## src/rtl/core/mpst_pkg.sv

```systemverilog
package mpst_pkg;

  localparam int PosW  = 10;
  localparam int ValW  = 32;
  localparam int BestW = 47;

  localparam logic CmdWrite = 1'b0;
  localparam logic CmdQuery = 1'b1;

  // Commands from the controller to the datapath.
  typedef struct packed {
    logic load;
    logic clr_step;
    logic leaf_wr;
    logic ch_rd;
    logic node_wr;
    logic q_rd;
    logic q_join;
    logic out_load;
  } mpst_cmd_t;

  // Status from the datapath to the controller.
  typedef struct packed {
    logic clr_last;
    logic is_query;
    logic wr_ok;
    logic skip;
    logic node_top;
    logic q_more;
  } mpst_sts_t;

endpackage

```

## src/rtl/core/mpst_ctrl.sv

```systemverilog
module mpst_ctrl (
  input  logic              clk_i,
  input  logic              rst_ni,
  input  logic              in_valid_i,
  output logic              in_stall_o,
  output logic              out_valid_o,
  input  logic              out_stall_i,
  input  mpst_pkg::mpst_sts_t sts_i,
  output mpst_pkg::mpst_cmd_t cmd_o
);
  import mpst_pkg::*;

  typedef enum logic [3:0] {
    StClear, StIdle, StDecide, StWLeaf, StWRead, StWJoin, StQRead, StQJoin, StQFinal
  } state_e;

  state_e state_q, state_d;
  logic   out_valid_q, out_valid_d;
  logic   out_free;

  assign in_stall_o  = (state_q != StIdle);
  assign out_valid_o = out_valid_q;
  assign out_free    = !out_valid_q || !out_stall_i;

  always_comb begin
    state_d     = state_q;
    out_valid_d = out_valid_q && out_stall_i;
    cmd_o       = '0;
    case (state_q)
      StClear: begin
        cmd_o.clr_step = 1'b1;
        if (sts_i.clr_last) state_d = StIdle;
      end
      StIdle: begin
        if (in_valid_i) begin
          cmd_o.load = 1'b1;
          state_d    = StDecide;
        end
      end
      StDecide: begin
        if (!sts_i.is_query) begin
          state_d = sts_i.wr_ok ? StWLeaf : StIdle;
        end else if (sts_i.skip || !sts_i.q_more) begin
          state_d = StQFinal;
        end else begin
          state_d = StQRead;
        end
      end
      StWLeaf: begin
        cmd_o.leaf_wr = 1'b1;
        state_d       = StWRead;
      end
      StWRead: begin
        cmd_o.ch_rd = 1'b1;
        state_d     = StWJoin;
      end
      StWJoin: begin
        cmd_o.node_wr = 1'b1;
        state_d       = sts_i.node_top ? StIdle : StWRead;
      end
      StQRead: begin
        cmd_o.q_rd = 1'b1;
        state_d    = StQJoin;
      end
      StQJoin: begin
        cmd_o.q_join = 1'b1;
        state_d      = sts_i.q_more ? StQRead : StQFinal;
      end
      StQFinal: begin
        if (out_free) begin
          cmd_o.out_load = 1'b1;
          out_valid_d    = 1'b1;
          state_d        = StIdle;
        end
      end
      default: state_d = StIdle;
    endcase
  end

  always_ff @(posedge clk_i or negedge rst_ni) begin
    if (!rst_ni) begin
      state_q     <= StClear;
      out_valid_q <= 1'b0;
    end else begin
      state_q     <= state_d;
      out_valid_q <= out_valid_d;
    end
  end

endmodule

```

## config.mk

```make
export PLATFORM = sky130hd
export DESIGN_NAME = mpst_ctrl
export DESIGN_NICKNAME = d
export VERILOG_FILES = /design/src/rtl/core/mpst_pkg.sv /design/src/rtl/core/mpst_ctrl.sv
export SDC_FILE = /design/constraint.sdc
export NUM_CORES = 1
export LEC_CHECK = 0
export BUFFER_PORTS_ARGS = -buffer_cell sky130_fd_sc_hd__buf_4
export CELL_PAD_IN_SITES_DETAIL_PLACEMENT = 1
export CELL_PAD_IN_SITES_GLOBAL_PLACEMENT = 1
export CORE_MARGIN = 8
export CORE_UTILIZATION = 30
export CTS_CLUSTER_DIAMETER = 50
export DETAILED_ROUTE_END_ITERATION = 8
export PLACE_DENSITY_LB_ADDON = 0.15
export SYNTH_ARGS = -nofsm -noshare
export SYNTH_HDL_FRONTEND = slang
export SYNTH_SLANG_ARGS = --single-unit
```

## constraint.sdc

```tcl
create_clock -name clk_i -period 2.92 [get_ports clk_i]
set_input_delay 0.146 -clock clk_i [delete_from_list [all_inputs] [get_ports clk_i]]
set_output_delay 0.146 -clock clk_i [all_outputs]
set_load 0.05 [all_outputs]
```

==> metrics, run 1 <==
critical path fanouts, max=14; CTS tree=yes; # rows=13; via count=465; Gate Count Post-Synth=53; initial antenna violation count=0; global-route wire length before repair=2.08 mm; Yosys warning count=0; Worst-path clk slew=50 ps; startpoint types=flop; fmax=615 MHz; vias in the first global route=roughly 470; Worst slew margin=0.703; Min-Delay Path Class=input pin to flop; Post-Syn Nets=63; ANT nets after route=0; Worst VDD drop=0.362 mV; mean post-synth cell area=around 8.0 sq um; power density over the cells=1040 mW/mm^2; die footprint=0.00287 sq mm; post_cts resized=0; Die X=53.5 microns; Max Clock Skew=2.72 ps; max-slew violations=0; Max Root-Sink Buffers=2; top-area cell type share of the netlist area=0.296; Core Box Area=0.00132 sq mm; vias per cell=5.28; HPWL Detailed=1.06 mm; CTS sink count=5; final hold violations=0; leading area contributor after synthesis=dfrtp_1; WP data required=2770 ps; CP Capture Type=output pin; Worst Tran Pin Value=446 ps; fill cell count=171; WHS=122 ps; number of synthesized register bits=5; critical path class=flop to output pin; share of cells above drive strength 1=0.356; number of max-cap violations=0; Final nets=84; status=completed; All-Layer GR Usage=0.101; Leak=0.274 nW; synth top area cells=dfrtp_1 (30%), nand2_1 (6.2%), a21oi_1 (5.9%); Non-Filler Instances=88; Num CTS Buffers=3; IO Count=20; P&R area growth vs syn=39.3%; Tmin final=1630 ps; Port Buffers=19; Die Y=~54 microns; clk root buf=clkbuf_4; Final Instance Area=589 sq um; initial DRC count=2; dpl cells=83; post-synth cell types=28; Mapped Area=between 400 and 500 sq um; number of post-CTS setup repair buffers=0; clock latency on the worst-skew pair=240 ps; Congestion Overflow GR=0; setup TNS=0 ps; first drt pass iteration count=4; period utilisation layout=0.557; Initial Util=0.321; GP Congestion=0.728; DR WL/cell=between 15 and 20 microns; Placement Cell Area=553 sq um; DR DRC count=0; largest net degree at the start of global routing=15; # setup viols final=0; Antenna diodes=0; WL final=1.35 mm; htree depth=1; sequential-to-total area share from yosys stat=0.296; Arr. time, crit path=between 1000 and 1500 ps; unrepaired setup endpoints after global routing=no
worst paths after layout:
check / startpoint / to / slack (ps) / cells past startpoint
worst max-delay path: state_q[0] / cmd_o[7] / 1290 / 3
worst min-delay path: sts_i[2] / state_q[2] / 120 / 2
worst min register to register: out_valid_o / out_valid_o / 530 / 2
min in group asynchronous: rst_ni / state_q[1] / 250 / 2
max in group asynchronous: rst_ni / state_q[2] / 2560 / 2
worst max register to register: state_q[0] / state_q[1] / 1540 / 3
cells in the final DEF (no fill, tap or decap), types with 2 or more instances in the layout:
cell type / netlist / layout
nor3_1: 2 / 2
nor2_1: 5 / 5
clkbuf_4: 0 / 3
nor2b_1: 2 / 2
o21ai_0: 3 / 3
buf_4: 2 / 19
dfrtp_1: 5 / 5
nand2_1: 7 / 7
inv_1: 2 / 2
a21oi_1: 5 / 5
nand2b_1: 2 / 2
cell usage after synthesis:
cell      instances
nand2b_1          2
buf_6             1
inv_2             1
nand3b_1          1
o21a_1            1
a211oi_2          1
inv_1             2
nor2b_1           2
nand2_1           7
or2_1             1
a31oi_1           1
buf_2             1
and3_1            1
a21oi_1           5
nor4b_4           1
nor3_1            2
dfrtp_1           5
nor2_1            5
a21o_1            1
o21ai_0           3
a221oi_2          1
nand3_1           1
o32ai_1           1
o21ai_1           1
nor4_1            1
buf_4             2
nor3b_1           1
a222oi_1          1
worst max-delay path, stage by stage, from the launching register on:
cell and delay [ps]:
dfrtp_1 610, nor2b_1 260, and3_1 170, buf_4 190
flip-flops by register name (all words and copies together), names as in the netlist:
signal       flops
out_valid_o      1
state_q          4
power by group:
part	internal (mW)	total (mW)	switching (mW)
clock network	0.0518	0.0824	0.0306
registers	0.0899	0.156	0.0666
logic	0.141	0.376	0.235
cell families after synthesis:
group,after synthesis,synth area share
compound gates,16,0.266
buf+inv,7,0.101
flops,5,0.296
simple gates,25,0.337
final cells by class:
cell class	count	area, sq um	share of cell area
repair buffers	20	153	0.259
multi-input cells	41	255	0.433
clock buffers	4	26.3	0.0446
well taps	15	18.8	0.0318
flip-flops and latches	5	125	0.212
inverters	3	11.3	0.0191
metal layers:
metal / global-route usage / part of all wire / vias to the layer above
li1: - / - / 228
met1: 0.107 / 0.45 / 220
met2: 0.164 / 0.46 / 15
met3: 0.0110 / 0.058 / 2
met4: 0.113 / 0.030 / 0
met5: 0 / 0 / -
timing repair:
item                                    in CTS  in global routing
hold endpoints to repair                     5                  0
endpoints found under the setup margin       0                  0
hold buffers                                 1                  0
metrics by stage:
step	total power, mW	utilization	setup WS [ps]
final	0.615	0.447	1290
after global routing	0.650	0.447	1200
after CTS	0.625	0.447	1280
after detailed placement	0.537	0.420	1540
after global placement	0.533	0.420	1550
after floorplan	0.451	-	617
(Power assumes the default switching activity.)
==> run 2, diff against run 1 <==
--- a/config.mk
+++ b/config.mk
@@ -5,11 +5,12 @@
 export SDC_FILE = /design/constraint.sdc
 export NUM_CORES = 1
 export LEC_CHECK = 0
+export ABC_AREA = 1
 export BUFFER_PORTS_ARGS = -buffer_cell sky130_fd_sc_hd__buf_4
 export CELL_PAD_IN_SITES_DETAIL_PLACEMENT = 1
 export CELL_PAD_IN_SITES_GLOBAL_PLACEMENT = 1
 export CORE_MARGIN = 8
-export CORE_UTILIZATION = 30
+export CORE_UTILIZATION = 25
 export CTS_CLUSTER_DIAMETER = 50
 export DETAILED_ROUTE_END_ITERATION = 8
 export PLACE_DENSITY_LB_ADDON = 0.15
==> constraint.sdc (replaced) <==
create_clock -name clk_i -period 1.3 [get_ports clk_i]
set_input_delay 0.065 -clock clk_i [delete_from_list [all_inputs] [get_ports clk_i]]
set_output_delay 0.065 -clock clk_i [all_outputs]
set_load 0.05 [all_outputs]
==> run 2 against run 1 <==
The run now ends with negative setup slack left. Wire length up 13%. Clock power up 110%. Final cell count up 25%. Flip-flop and latch count unchanged. First-iteration DRC count up 50%. Register-to-register slack worse by 1500 ps. Total power rose to 3.0 times the previous value. Sequential power up 100%. Area after synthesis down 4.4%. Via count up 13%. Non-clock buffer count up 7. Setup slack worse by 1300 ps. Largest cell class unchanged.
==> metrics, run 2 <==
status=complete, but fails checks; violated checks=negative setup slack; max-slew violations=0; Worst-path clk slew=40 ps; Worst Tran Pin Value=264 ps; Num CTS Buffers=3; Gate Count Post-Synth=63; Antenna diodes=0; WL final=between 1.5 and 2 mm; commonest non-fill, non-tap cell in the layout=buf_4; Synth Flop Type=dfrtp_1; Initial Util=0.268; fill cell count=roughly 200; largest reg by FF count=state_q; vias per cell=roughly 4.8; # setup viols final=1; Tmin final=between 1000 and 1500 ps; Yosys warning count=0; Final Power=between 1.5 and 2 mW; final hold violations=0; P&R area growth vs syn=92.0%; # rows=14; WHS=80.9 ps; Worst slew margin=0.823; r2r setup slk=50 ps; share of cells above drive strength 1=0.585; unrepaired setup endpoints after global routing=yes; fmax=753 MHz; ys async rst share=1.00; count leader, synth=nand2_1; synth top area cells=dfrtp_1 (31%), nand2_1 (13%), inv_1 (10%); top-area cell type share of the netlist area=0.310; period utilisation layout=1.02; Die Y=56.2 microns; GP Congestion=0.762; clock latency on the worst-skew pair=between 200 and 250 ps; Core Box Area=0.00151 sq mm; DR WL/cell=13.8 microns; critical path class=flop to output pin; post-synth cell types=17; most frequent cells in the layout=buf_4 (19), nand2_1 (13), inv_1 (10), nor2_4 (6); critical path fanouts, max=5; CP Capture Type=output pin; number of max-cap violations=0; Arr. time, crit path=roughly 1300 ps; startpoint types=flop; Post-Syn Nets=73; WP data required=1240 ps; Max Clock Skew=7.05 ps; clk root buf=clkbuf_4; IO Count=20; CTS sink count=5; htree depth=1; Min-Delay Path Class=input pin to flop; initial antenna violation count=0; Mapped Area=404 sq um; All-Layer GR Usage=0.102; ANT nets after route=0; Port Buffers=19; vias in the first global route=582; number of synthesized register bits=5; via count=526; Die X=56.2 microns; Leak=approximately 0.37 nW; sequential-to-total area share from yosys stat=0.310; DR DRC count=0; pre-CTS setup slack=roughly 45 ps; Synth top cells by count=nand2_1 (14), inv_1 (11), nor2_1 (9); Congestion Overflow GR=0; Post-synth EDFFs=0; HPWL Detailed=roughly 1.1 mm; global-route wire length before repair=~2.6 mm; power density over the cells=2370 mW/mm^2; Non-Filler Instances=110; Max Root-Sink Buffers=2; leading area contributor after synthesis=dfrtp_1; first drt pass iteration count=2; dpl cells=98; Setup WS post-layout=-27.9 ps; CTS tree=yes; die footprint=0.00316 sq mm; max reg flops=4; largest net degree at the start of global routing=6; Worst VDD drop=1.41 mV; mean post-synth cell area=6.41 sq um; initial DRC count=3; Final nets=roughly 110
==> run 2: cell count changes after synthesis, moves of 2 or more <==
cell / before / now
o21ai_0: 3 / 1
nand2_1: 7 / 14
buf_4: 2 / 0
a21oi_1: 5 / 2
nand3_1: 1 / 5
nand2b_1: 2 / 0
inv_1: 2 / 11
nand4_1: 0 / 3
nor2_2: 0 / 4
nor2_1: 5 / 9
nor2b_1: 2 / 0
==> run 2: what timing repair did <==
action	4_1_cts	5_1_grt
hold buffers	1	0
gates resized for setup	16	7
endpoints found under the setup margin	8	10
gates cloned	0	0
setup buffers	6	1
pin swaps	6	1
endpoints found under the hold margin	5	0
==> run 2: logic make-up after synthesis <==
kind of cell / Yosys count / synth area share
simple gates: 39 / 0.464
buf+inv: 13 / 0.121
compound gates: 6 / 0.105
flops: 5 / 0.310
==> run 2: routing by layer <==
| layer | track usage | up-vias | wire (microns) |
|---|---|---|---|
| met3 | 0.0228 | 2 | 48 |
| met5 | 0 | - | 0 |
| li1 | - | 264 | - |
| met4 | 0.0515 | 0 | 21 |
| met2 | 0.179 | 13 | 819 |
| met1 | 0.109 | 247 | 632 |
==> run 2: final timing paths <==
| path | start | endpoint | cells after the start |
|---|---|---|---|
| hold reg to reg | out_valid_o | out_valid_o | 2 |
| max in group asynchronous | rst_ni | state_q[1] | 2 |
| min in group asynchronous | rst_ni | state_q[2] | 2 |
| setup / recovery | state_q[1] | cmd_o[0] | 4 |
| hold / removal | sts_i[0] | state_q[3] | 2 |
| setup reg to reg | state_q[1] | state_q[1] | 7 |
==> run 2: worst max-delay path, stage by stage, from the launching register on <==
cell     delay [ps]
dfrtp_2         460
nor2_4          190
nand3_4         100
a21oi_2         120
buf_6           170
==> run 2: stage by stage <==
step | util | area, sq um | TNS [ps]
detailed placement | 0.403 | 607 | 0
floorplan | - | 444 | -78.3
global placement | 0.403 | 607 | 0
CTS | 0.491 | 739 | -32.1
global route | 0.515 | 776 | -403
finish | 0.515 | 776 | -27.9
==> run 2: power breakdown <==
group / switching [mW] / leakage (nW) / internal [mW]
Combinational: 0.859 / 0.297 / 0.493
Sequential: 0.0961 / 0.0602 / 0.218
Clock: 0.0602 / 0.0150 / 0.116
==> run 2: layout make-up <==
type                       instances  area (sq um)  share of cell area
multi-input combinational         45           309               0.398
timing repair buffer              27           239               0.308
sequential                         5           130               0.168
inverter                          13          51.3              0.0661
clock buffer                       4          26.3              0.0339
tap                               16          20.0              0.0258
